===== src/sv/lru_pkg.sv =====
package lru_pkg;

  // fixed port widths
  localparam int unsigned CfgW       = 5;
  localparam int unsigned PagePortW  = 16;
  localparam int unsigned FramePortW = 4;
  localparam int unsigned FaultW     = 32;

  // frames managed after reset
  localparam logic [CfgW-1:0] FramesReset = 5'd3;

  // request sequencer
  typedef enum logic [1:0] {
    ST_IDLE,
    ST_SEARCH,
    ST_COMMIT
  } state_e;

endpackage


===== src/sv/lru_page_replacement_unit.sv =====
// channel  | direction | handshake                 | payload
// ---------+-----------+---------------------------+-----------------------------------
// in       | input     | in_valid_i / in_ready_o   | page_i
// out      | output    | out_valid_o / out_ready_i | hit_o frame_o evicted_o
//          |           |                           | evicted_page_o fault_count_o
// cfg      | input     | cfg_valid_i / cfg_ready_o | cfg_frames_in_use_i
//
// a request walks the row of frame cells one cell per cycle, then commits once the output
// register is free; the next request is taken only after that commit, back in the idle state.
// the result sits in the output register while the next request is taken.
// a full output register holds the commit until the result is taken.
// reset clears valid bits and ranks at once; there is no clearing pass.
// cfg_ready_o is always high.
module lru_page_replacement_unit #(
  parameter int unsigned MAX_FRAMES = 16,
  parameter int unsigned PAGE_BITS  = 16
) (
  input  logic                               clk_i,
  input  logic                               rst_ni,
  input  logic                               in_valid_i,
  output logic                               in_ready_o,
  input  logic [lru_pkg::PagePortW-1:0]      page_i,
  output logic                               out_valid_o,
  input  logic                               out_ready_i,
  output logic                               hit_o,
  output logic [lru_pkg::FramePortW-1:0]     frame_o,
  output logic                               evicted_o,
  output logic [lru_pkg::PagePortW-1:0]      evicted_page_o,
  output logic [lru_pkg::FaultW-1:0]         fault_count_o,
  input  logic                               cfg_valid_i,
  output logic                               cfg_ready_o,
  input  logic [lru_pkg::CfgW-1:0]           cfg_frames_in_use_i
);

  import lru_pkg::*;

  localparam int unsigned IdxW = (MAX_FRAMES > 1) ? $clog2(MAX_FRAMES) : 1;

  typedef struct packed {
    logic [PAGE_BITS-1:0] page;
    logic                 found;
    logic [IdxW-1:0]      found_idx;
    logic [IdxW-1:0]      found_rank;
    logic                 empty;
    logic [IdxW-1:0]      empty_idx;
    logic [IdxW-1:0]      best_rank;
    logic [IdxW-1:0]      best_idx;
    logic [PAGE_BITS-1:0] best_page;
  } tok_t;

  typedef struct packed {
    logic                 apply;
    logic [IdxW-1:0]      sel;
    logic                 was_valid;
    logic [IdxW-1:0]      old_rank;
    logic [PAGE_BITS-1:0] page;
  } upd_t;

  state_e state_q, state_d;

  logic [CfgW-1:0]   frames_q;
  logic [FaultW-1:0] faults_q, faults_d;

  logic [MAX_FRAMES:0] chain_v;
  tok_t                chain_t [MAX_FRAMES+1];
  logic [MAX_FRAMES-1:0] active;
  tok_t                last;
  upd_t                upd;

  logic                 in_acc;
  logic                 commit;
  logic                 out_free;
  logic                 evict;
  logic [PAGE_BITS-1:0] victim;

  logic                  out_valid_q;
  logic                  hit_q;
  logic [FramePortW-1:0] frame_q;
  logic                  evicted_q;
  logic [PagePortW-1:0]  evicted_page_q;

  assign cfg_ready_o = 1'b1;
  assign in_acc      = in_valid_i && in_ready_o;
  assign out_free    = !out_valid_q || out_ready_i;

  // frame count register
  always_ff @(posedge clk_i or negedge rst_ni) begin
    if (!rst_ni) begin
      frames_q <= FramesReset;
    end else if (cfg_valid_i) begin
      frames_q <= cfg_frames_in_use_i;
    end
  end

  // launch a fresh search request into the first cell
  always_comb begin
    chain_t[0]      = '0;
    chain_t[0].page = PAGE_BITS'(page_i);
    chain_v[0]      = in_acc;
  end

  // row of frame cells; count 0 acts as 1, large counts cover every frame
  for (genvar g = 0; g < MAX_FRAMES; g++) begin : g_cell
    assign active[g] = (g == 0) || (32'(frames_q) > g);

    lru_cell #(
      .MAX_FRAMES (MAX_FRAMES),
      .PAGE_BITS  (PAGE_BITS),
      .CELL_IDX   (g)
    ) u_cell (
      .clk_i       (clk_i),
      .rst_ni      (rst_ni),
      .active_i    (active[g]),
      .tok_valid_i (chain_v[g]),
      .tok_i       (chain_t[g]),
      .upd_i       (upd),
      .tok_valid_o (chain_v[g+1]),
      .tok_o       (chain_t[g+1])
    );
  end

  assign last = chain_t[MAX_FRAMES];

  // sequencer
  always_ff @(posedge clk_i or negedge rst_ni) begin
    if (!rst_ni) begin
      state_q <= ST_IDLE;
    end else begin
      state_q <= state_d;
    end
  end

  always_comb begin
    state_d    = state_q;
    in_ready_o = 1'b0;
    commit     = 1'b0;
    case (state_q)
      ST_IDLE: begin
        in_ready_o = 1'b1;
        if (in_valid_i) begin
          state_d = ST_SEARCH;
        end
      end
      ST_SEARCH: begin
        if (chain_v[MAX_FRAMES]) begin
          state_d = ST_COMMIT;
        end
      end
      ST_COMMIT: begin
        if (out_free) begin
          commit  = 1'b1;
          state_d = ST_IDLE;
        end
      end
      default: begin
        state_d = ST_IDLE;
      end
    endcase
  end

  // decision: hit, else lowest empty frame, else oldest active frame
  always_comb begin
    upd       = '0;
    upd.apply = commit;
    upd.page  = last.page;
    evict     = 1'b0;
    victim    = '0;
    if (last.found) begin
      upd.sel       = last.found_idx;
      upd.was_valid = 1'b1;
      upd.old_rank  = last.found_rank;
    end else if (last.empty) begin
      upd.sel       = last.empty_idx;
      upd.was_valid = 1'b0;
    end else begin
      upd.sel       = last.best_idx;
      upd.was_valid = 1'b1;
      upd.old_rank  = last.best_rank;
      evict         = 1'b1;
      victim        = last.best_page;
    end
  end

  // saturating miss count
  always_comb begin
    faults_d = faults_q;
    if (!last.found && (faults_q != '1)) begin
      faults_d = faults_q + 1'b1;
    end
  end

  always_ff @(posedge clk_i or negedge rst_ni) begin
    if (!rst_ni) begin
      faults_q <= '0;
    end else if (commit) begin
      faults_q <= faults_d;
    end
  end

  // output register
  always_ff @(posedge clk_i or negedge rst_ni) begin
    if (!rst_ni) begin
      out_valid_q <= 1'b0;
    end else if (commit) begin
      out_valid_q <= 1'b1;
    end else if (out_ready_i) begin
      out_valid_q <= 1'b0;
    end
  end

  always_ff @(posedge clk_i) begin
    if (commit) begin
      hit_q          <= last.found;
      frame_q        <= FramePortW'(upd.sel);
      evicted_q      <= evict;
      evicted_page_q <= PagePortW'(victim);
    end
  end

  assign out_valid_o    = out_valid_q;
  assign hit_o          = hit_q;
  assign frame_o        = frame_q;
  assign evicted_o      = evicted_q;
  assign evicted_page_o = evicted_page_q;
  assign fault_count_o  = faults_q;

endmodule


===== src/sv/lru_cell.sv =====
module lru_cell #(
  parameter int unsigned MAX_FRAMES = 16,
  parameter int unsigned PAGE_BITS  = 16,
  parameter int unsigned CELL_IDX   = 0,
  localparam int unsigned IdxW  = (MAX_FRAMES > 1) ? $clog2(MAX_FRAMES) : 1,
  localparam int unsigned TokW  = 2 * PAGE_BITS + 5 * IdxW + 2,
  localparam int unsigned UpdW  = 2 + 2 * IdxW + PAGE_BITS
) (
  input  logic            clk_i,
  input  logic            rst_ni,
  input  logic            active_i,
  input  logic            tok_valid_i,
  input  logic [TokW-1:0] tok_i,
  input  logic [UpdW-1:0] upd_i,
  output logic            tok_valid_o,
  output logic [TokW-1:0] tok_o
);

  // rank width equals index width: valid ranks form a permutation of frame indices
  typedef struct packed {
    logic [PAGE_BITS-1:0] page;
    logic                 found;
    logic [IdxW-1:0]      found_idx;
    logic [IdxW-1:0]      found_rank;
    logic                 empty;
    logic [IdxW-1:0]      empty_idx;
    logic [IdxW-1:0]      best_rank;
    logic [IdxW-1:0]      best_idx;
    logic [PAGE_BITS-1:0] best_page;
  } tok_t;

  typedef struct packed {
    logic                 apply;
    logic [IdxW-1:0]      sel;
    logic                 was_valid;
    logic [IdxW-1:0]      old_rank;
    logic [PAGE_BITS-1:0] page;
  } upd_t;

  localparam logic [IdxW-1:0] MyIdx = IdxW'(CELL_IDX);

  tok_t tok_in;
  tok_t tok_d, tok_q;
  upd_t upd;

  logic                 valid_q;
  logic [PAGE_BITS-1:0] page_q;
  logic [IdxW-1:0]      rank_q;
  logic                 tok_valid_q;

  assign tok_in = tok_t'(tok_i);
  assign upd    = upd_t'(upd_i);

  // fold this frame into the passing search request
  always_comb begin
    tok_d = tok_in;
    if (active_i) begin
      if (valid_q && (page_q == tok_in.page) && !tok_in.found) begin
        tok_d.found      = 1'b1;
        tok_d.found_idx  = MyIdx;
        tok_d.found_rank = rank_q;
      end
      if (!valid_q && !tok_in.empty) begin
        tok_d.empty     = 1'b1;
        tok_d.empty_idx = MyIdx;
      end
      if (rank_q >= tok_in.best_rank) begin
        tok_d.best_rank = rank_q;
        tok_d.best_idx  = MyIdx;
        tok_d.best_page = page_q;
      end
    end
  end

  // hand-off register to the next cell, payload held once passed
  always_ff @(posedge clk_i or negedge rst_ni) begin
    if (!rst_ni) begin
      tok_valid_q <= 1'b0;
    end else begin
      tok_valid_q <= tok_valid_i;
    end
  end

  always_ff @(posedge clk_i) begin
    if (tok_valid_i) begin
      tok_q <= tok_d;
    end
  end

  // frame state: selected frame becomes most recent; younger valid frames age, all of them when it was empty
  always_ff @(posedge clk_i or negedge rst_ni) begin
    if (!rst_ni) begin
      valid_q <= 1'b0;
      rank_q  <= '0;
    end else if (upd.apply) begin
      if (upd.sel == MyIdx) begin
        valid_q <= 1'b1;
        rank_q  <= '0;
      end else if (valid_q && (!upd.was_valid || (rank_q < upd.old_rank))) begin
        rank_q <= rank_q + 1'b1;
      end
    end
  end

  always_ff @(posedge clk_i) begin
    if (upd.apply && (upd.sel == MyIdx)) begin
      page_q <= upd.page;
    end
  end

  assign tok_valid_o = tok_valid_q;
  assign tok_o       = tok_q;

endmodule


===== config.mk =====
export PLATFORM = sky130hd
export DESIGN_NAME = lru_page_replacement_unit
export DESIGN_NICKNAME = d
export VERILOG_FILES = /design/src/sv/lru_pkg.sv /design/src/sv/lru_page_replacement_unit.sv /design/src/sv/lru_cell.sv
export SDC_FILE = /design/constraint.sdc
export NUM_CORES = 2
export LEC_CHECK = 0
export ABC_AREA = 1
export BUFFER_PORTS_ARGS = -buffer_cell sky130_fd_sc_hd__buf_2
export CAP_MARGIN = 20
export CORE_UTILIZATION = 55
export CTS_CLUSTER_DIAMETER = 200
export CTS_CLUSTER_SIZE = 28
export DETAILED_ROUTE_END_ITERATION = 10
export PLACE_DENSITY_LB_ADDON = 0.05
export SLEW_MARGIN = 10
export SYNTH_ARGS = -nofsm -noshare
export SYNTH_HDL_FRONTEND = slang
export SYNTH_SLANG_ARGS = --single-unit

===== constraint.sdc =====
create_clock -name clk_i -period 3.5 [get_ports clk_i]
set_input_delay 0.35 -clock clk_i [delete_from_list [all_inputs] [get_ports clk_i]]
set_output_delay 0.35 -clock clk_i [all_outputs]
set_load 0.01 [all_outputs]

### Yosys cells after proc, flatten, opt, wreduce, memory -nomap -nowiden

Index checks and enable logic that the tools add are counted.

| storage, ports and cells | value |
|---|---|
| bits in registers | 1278 |
| output and inout bits | 57 |
| word-level logic and storage cells | 623 |

| cells by class | value |
|---|---|
| add/sub/neg operators | 17 |
| magnitude comparators | 47 |
| equal/unequal tests | 37 |
| muxes and demuxes | 107 |
| reductions and logical operators | 199 |

Operators by type and width:

| operator | number |
|---|---|
| $mux 38 | 15 |
| $mux 24 | 15 |
| $eq 16x16->1 | 16 |
| $mux 9 | 17 |
| $mux 4 | 33 |
| $mux 5 | 17 |
| $logic_and 1x1->1 | 80 |
| $reduce_and 2->1 | 33 |
| $add 4x1->4 const B | 16 |
| $lt 4x4->1 | 16 |
| $ge 4x4->1 | 15 |
| $logic_not 1->1 | 48 |
| $gt 5x4->1 const B | 8 |
| $reduce_bool 2->1 | 17 |
| $add 32x1->32 const B | 1 |
| $eq 4x4->1 const B | 8 |
| $ne 32x32->1 const B | 1 |
| $gt 5x3->1 const B | 4 |
| $logic_or 1x1->1 | 17 |
| $eq 4x3->1 const B | 4 |
| $gt 5x2->1 const B | 2 |
| $eq 4x2->1 const B | 2 |
| $mux 1 | 6 |
| $mux 2 | 3 |
| 12 further kinds | 13 |

### Depth between registers and ports, before layout

| depth | value |
|---|---|
| depth in word-level cells | 7 |
| mapped depth | 13 |
| gate-level depth less buffers | 12 |

### Hierarchy

A second synthesis with hierarchy kept.

| unflattened totals | value |
|---|---|
| cells, all modules | 5873 |
| area, all modules | 58992.8 sq um |

Modules (own cells, without submodules):

| module | instances | cells an instance | area an instance (sq um) |
|---|---|---|---|
| lru_cell at g_cell[10].u_cell ... | 5 | 343 | 3499.6 |
| lru_cell at g_cell[1].u_cell ... | 4 | 350 | 3493.4 |
| lru_cell at g_cell[13].u_cell ... | 2 | 315 | 3399.5 |
| lru_cell at g_cell[11].u_cell ... | 2 | 317 | 3393.3 |
| lru_page_replacement_unit | 1 | 480 | 3554.7 |
| lru_cell at g_cell[0].u_cell | 1 | 348 | 3505.9 |
| lru_cell at g_cell[9].u_cell | 1 | 343 | 3495.9 |
| lru_cell at g_cell[15].u_cell | 1 | 323 | 3379.5 |

### Least setup slack after synthesis

OpenSTA, ideal clock, no wires.

| path | value |
|---|---|
| path type | reg2reg |
| start | register state_q[0] |
| end | register g_cell[0].u_cell.tok_q, in the netlist g_cell[0].u_cell.tok_o[0] (enable) |
| setup time | 0.443 ns |
| arrival | 2.492 ns |
| required time | 3.057 ns |
| slack | 0.565 ns |
| cell stages (with the launch flop) | 4 |
| clock period less this slack | 2.935 ns |
| cells stage by stage | dfrtp_1 nor2_1 inv_1 nor2_1 |

| on the way | value |
|---|---|
| cells in the longest elaborated chain, start to end | 3 |

RTL lines:

| item | RTL line | source |
|---|---|---|
| from (decl) | lru_page_replacement_unit.sv:59 | `state_e state_q, state_d;` |
| from (signal assigned) | lru_page_replacement_unit.sv:129 | `state_q <= state_d;` |
| $logic_not 2->1 | lru_page_replacement_unit.sv:137 | `case (state_q)` |
| $mux 1 | lru_page_replacement_unit.sv:137 |  |
| via in_ready_o | lru_page_replacement_unit.sv:21 | `output logic in_ready_o,` |
| $logic_and 1x1->1 | lru_page_replacement_unit.sv:83 | `assign in_acc = in_valid_i && in_ready_o;` |
| via g_cell[0].u_cell.tok_valid_i | lru_cell.sv:12 | `input logic tok_valid_i,` |
| to (signal assigned) | lru_cell.sv:86 | `tok_q <= tok_d;` |
| to (decl) | lru_cell.sv:43 | `tok_t tok_d, tok_q;` |

The timed path passes the listed nets, and every way through them passes these cells.
A chain may end at the register's enable or synchronous reset.

### Final worst setup path

| path | value |
|---|---|
| start | register g_cell[15].u_cell.tok_q, in the netlist g_cell[15].u_cell.tok_o[28] |
| end | register g_cell[6].u_cell.page_q[15] (enable) |

| on the way | value |
|---|---|
| cells in the longest elaborated chain, start to end | 4 |

RTL lines:

| item | RTL line | source |
|---|---|---|
| from (decl) | lru_cell.sv:43 |  |
| from (signal assigned) | lru_cell.sv:86 |  |
| $mux 5 | lru_page_replacement_unit.sv:172 | `end else if (last.empty) begin` |
| $mux 9 | lru_page_replacement_unit.sv:168 | `if (last.found) begin` |
| via g_cell[0].u_cell.upd_i[23] | lru_cell.sv:14 | `input logic [UpdW-1:0] upd_i,` |
| $eq 4x3->1 | lru_cell.sv:106 | `if (upd.apply && (upd.sel == MyIdx)) begin` |
| $logic_and 1x1->1 | lru_cell.sv:106 |  |
| to (signal assigned) | lru_cell.sv:107 | `page_q <= upd.page;` |
| to (decl) | lru_cell.sv:47 | `logic [PAGE_BITS-1:0] page_q;` |

The timed path passes the listed nets, and every way through them passes these cells.

==> run metrics <==
status finished clean; GP Congestion 0.913; register area share after synthesis 69.1%; Final ANT Viol Nets 0; vias 32700; WP data arrival 3.21 ns; leak pwr 23.4 nW; internal power 0.0260 W; share of cells above drive strength 1 7.06%; total congestion overflow 0; Distinct cells, synth 50; TritonCTS clock tree yes; Peak VDD IR 0.496 mV; clock root cell clkbuf_16; nets 4879; CP max FO 18; worst hold path type in -> async; R2R depth 9; Hold Fails Final Rpt 0; sw power 0.0132 W; grt peak-use layer met2; GR Util met2 46.0%; Core Rows 113; syn_nets 4740; Setup crit start g_cell[15].u_cell.tok_o[28]$_DFFE_PP_; grt met3 use 4.53%; worst flop-to-flop path endpoint g_cell[6].u_cell.page_q[15]$_DFFE_PP_; Area Overhead vs Synth 7.39%; fmax 347 MHz; post-DR wirelength/cell 21.9 um; Logic pwr share 22.3%; initial antenna violation count 4; global-route wire length before repair 198 mm; clk sinks 1233; Seq cells post-synth 1233; critical path endpoint category register; Die W 311 um; Port-buffer cells 81; critical path type reg -> reg; fillcell total 7786; DRT Wirelength 132 mm; clock latency on the worst-skew pair 0.69 ns; Reg2Reg Setup Slack 0.62 ns; relative slew slack 28.2%; Sequential Power Share 59.3%; Final Max Slew Viols 0; Syn Inst Count 4605; Core Region 94900 sq um; Cell Area, Placed 54700 sq um; vias per cell 5.40; Avg Synthesized Cell Area 11.4 sq um; GRT Overall Usage 27.5%; Worst-Margin Slew 1.08 ns; Die Area 96800 sq um; CP required 3.83 ns; H-tree levels 2; largest net degree at the start of global routing 56; IO Count 83; max_cap viols 0; Worst setup SP type register; Residual DRC 0; period utilisation layout 82.3%; Layout Skew 0.0362 ns; switching share of power 33.7%; via count of the first global-routing pass 31100; CTS clk-pin slew, worst paths 0.12 ns; yosys warns 0; Clock Tree Buf Depth 3; die height 311 um; r2r startpoint g_cell[15].u_cell.tok_o[28]$_DFFE_PP_; RSZ-0062 raised after global routing false; Design Area, Final 56500 sq um; Pwr Density 694 nW/um^2; GR Layer Usage met1 37.1%; Detail Placement HPWL 94.6 mm; TritonCTS Buffers 50; Pre-Repair DR Iteration Count 5; clock power share 18.4%; Final min period 2.88 ns; Mapped Area 52600 sq um; DRT iter0 DRCs 3194; Initial Utilization 55.4%; setup violators final 0; Setup TNS Final 0 ns
[synth_stat cells, drive strengths merged]
cell type,instances,area share [%]
o21bai,27,0.39
dfstp,2,0.10
a21boi,10,0.14
edfxtp,1097,63
o2111ai,1,0.017
inv,613,4.4
ha,109,2.6
buf,28,0.31
a22o,1,0.017
nand4,117,1.4
dfrtp,134,6.4
nor3,41,0.39
o22ai,34,0.40
nor4,1,0.012
nand3,223,2.3
clkbuf,52,0.37
conb,1,0.0071
a221oi,1,0.017
a31oi,1,0.012
o211a,1,0.019
nand3b,4,0.057
clkinv,1,0.0071
o211ai,14,0.20
and2,3,0.036
xnor2,38,0.63
nor3b,2,0.029
a22oi,2,0.029
a31o,1,0.017
a21oi,22,0.22
xor2,114,1.9
nor2,294,2.3
o21ai,322,3.1
nand2,1241,9.0
a211oi,1,0.014
o221ai,2,0.033
or2,50,0.59
[repair_timing]
action,CTS,global route
resized for setup,0,0
hold buffers,25,0
setup buffers,0,0
endpoints found under the hold margin,76,0
[worst max path at each step]
stage / endpoint / slack, ns / cells after the start
2_1_floorplan: g_cell[0].u_cell.tok_o[0]$_DFFE_PP_ / 0.57 / 3
3_3_place_gp: g_cell[7].u_cell.page_q[14]$_DFFE_PP_ / 0.69 / 9
3_5_place_dp: g_cell[7].u_cell.page_q[15]$_DFFE_PP_ / 0.63 / 9
4_1_cts: g_cell[7].u_cell.page_q[10]$_DFFE_PP_ / 0.60 / 9
5_1_grt: g_cell[7].u_cell.page_q[0]$_DFFE_PP_ / 0.46 / 9
6_report: g_cell[6].u_cell.page_q[15]$_DFFE_PP_ / 0.62 / 9
[power by group through the flow]
stage / combinational [W] / sequential, W / clock [W]
3_5_place_dp: 0.00859 / 0.0237 / 0
2_1_floorplan: 0.00545 / 0.0226 / 0
5_1_grt: 0.00987 / 0.0236 / 0.00782
3_3_place_gp: 0.00842 / 0.0237 / 0
6_report: 0.00874 / 0.0232 / 0.00722
4_1_cts: 0.00864 / 0.0234 / 0.00738
[flip-flops by register name (all words and copies together) (netlist names)]
name	cells
state_q	2
evicted_o	1
hit_o	1
frame_o	4
g_cell.u_cell.tok_o	819
g_cell.u_cell.page_q	256
g_cell.u_cell.valid_q	16
evicted_page_o	16
out_valid_o	1
frames_q	5
g_cell.u_cell.tok_valid_o	16
fault_count_o	32
g_cell.u_cell.rank_q	64
[area by class of cell]
cell class / count / area (sq um) / share of cell area [%]
clock inverter: 4 / 63.8 / 0.113
multi-input combinational: 2678 / 13600 / 24.1
antenna: 1 / 2.50 / 0.00443
tap: 1265 / 1580 / 2.80
sequential: 1233 / 36400 / 64.4
inverter: 614 / 2310 / 4.09
clock buffer: 90 / 1400 / 2.48
timing repair buffer: 167 / 1140 / 2.03
[logic make-up after synthesis]
family                   after synthesis  share of synthesized area, %
AO/OA/AOI/OAI                        440                          4.65
buffers and inverters                694                          5.07
flip-flops                          1233                          69.1
adder cells (fa/ha/maj)              109                          2.59
other                                  1                       0.00713
XOR/XNOR                             152                          2.53
AND/OR/NAND/NOR                     1976                          16.0
[placed cells by master, fill, tap and decap left out, drive strengths merged]
master	Yosys	layout
nand2	1241	1241
edfxtp	1097	1097
inv	613	615
o21ai	322	322
nor2	294	294
nand3	223	223
buf	28	142
dfrtp	134	134
nand4	117	117
xor2	114	114
ha	109	109
clkbuf	52	90
or2	50	50
nor3	41	41
xnor2	38	38
o22ai	34	34
o21bai	27	27
dlygate4sd3	0	25
a21oi	22	22
o211ai	14	14
a21boi	10	10
nand3b	4	4
and2	3	3
clkinv	1	3
o221ai	2	2
nor3b	2	2
a22oi	2	2
dfstp	2	2
diode	0	1
a211oi	1	1
a31oi	1	1
o211a	1	1
o2111ai	1	1
a221oi	1	1
a22o	1	1
a31o	1	1
nor4	1	1
conb	1	1
[routing by layer]
layer | share of wire (%) | up-vias
li1 | - | 15700
met3 | 6.4 | 197
met5 | 0.0091 | -
met4 | 3.0 | 2
met1 | 42 | 15800
met2 | 49 | 973
[worst max-delay path, cell delays in order, from the launching register on]
cell	delay (ns)
edfxtp_1	0.49
inv_1	0.15
nand2_2	0.26
nor2_1	0.24
nor2_2	0.09
inv_4	0.14
nand2_2	0.12
nor2_1	0.16
nand2_1	0.28
inv_1	0.59
[metrics by stage]
stage                     instances  hold WS (ns)  total power, W  utilization, %  worst slack [ns]
after floorplan                4605        0.0544          0.0281               -             0.565
after global placement         5930         0.365          0.0321            57.7             0.694
after detailed placement       5930         0.369          0.0323            57.7             0.629
after CTS                      6049         0.183          0.0394            59.5             0.599
after global routing           6051         0.245          0.0413            59.5             0.457
final                          6052         0.211          0.0392            59.5             0.619
Note: power is estimated with default switching activity, not from simulation.
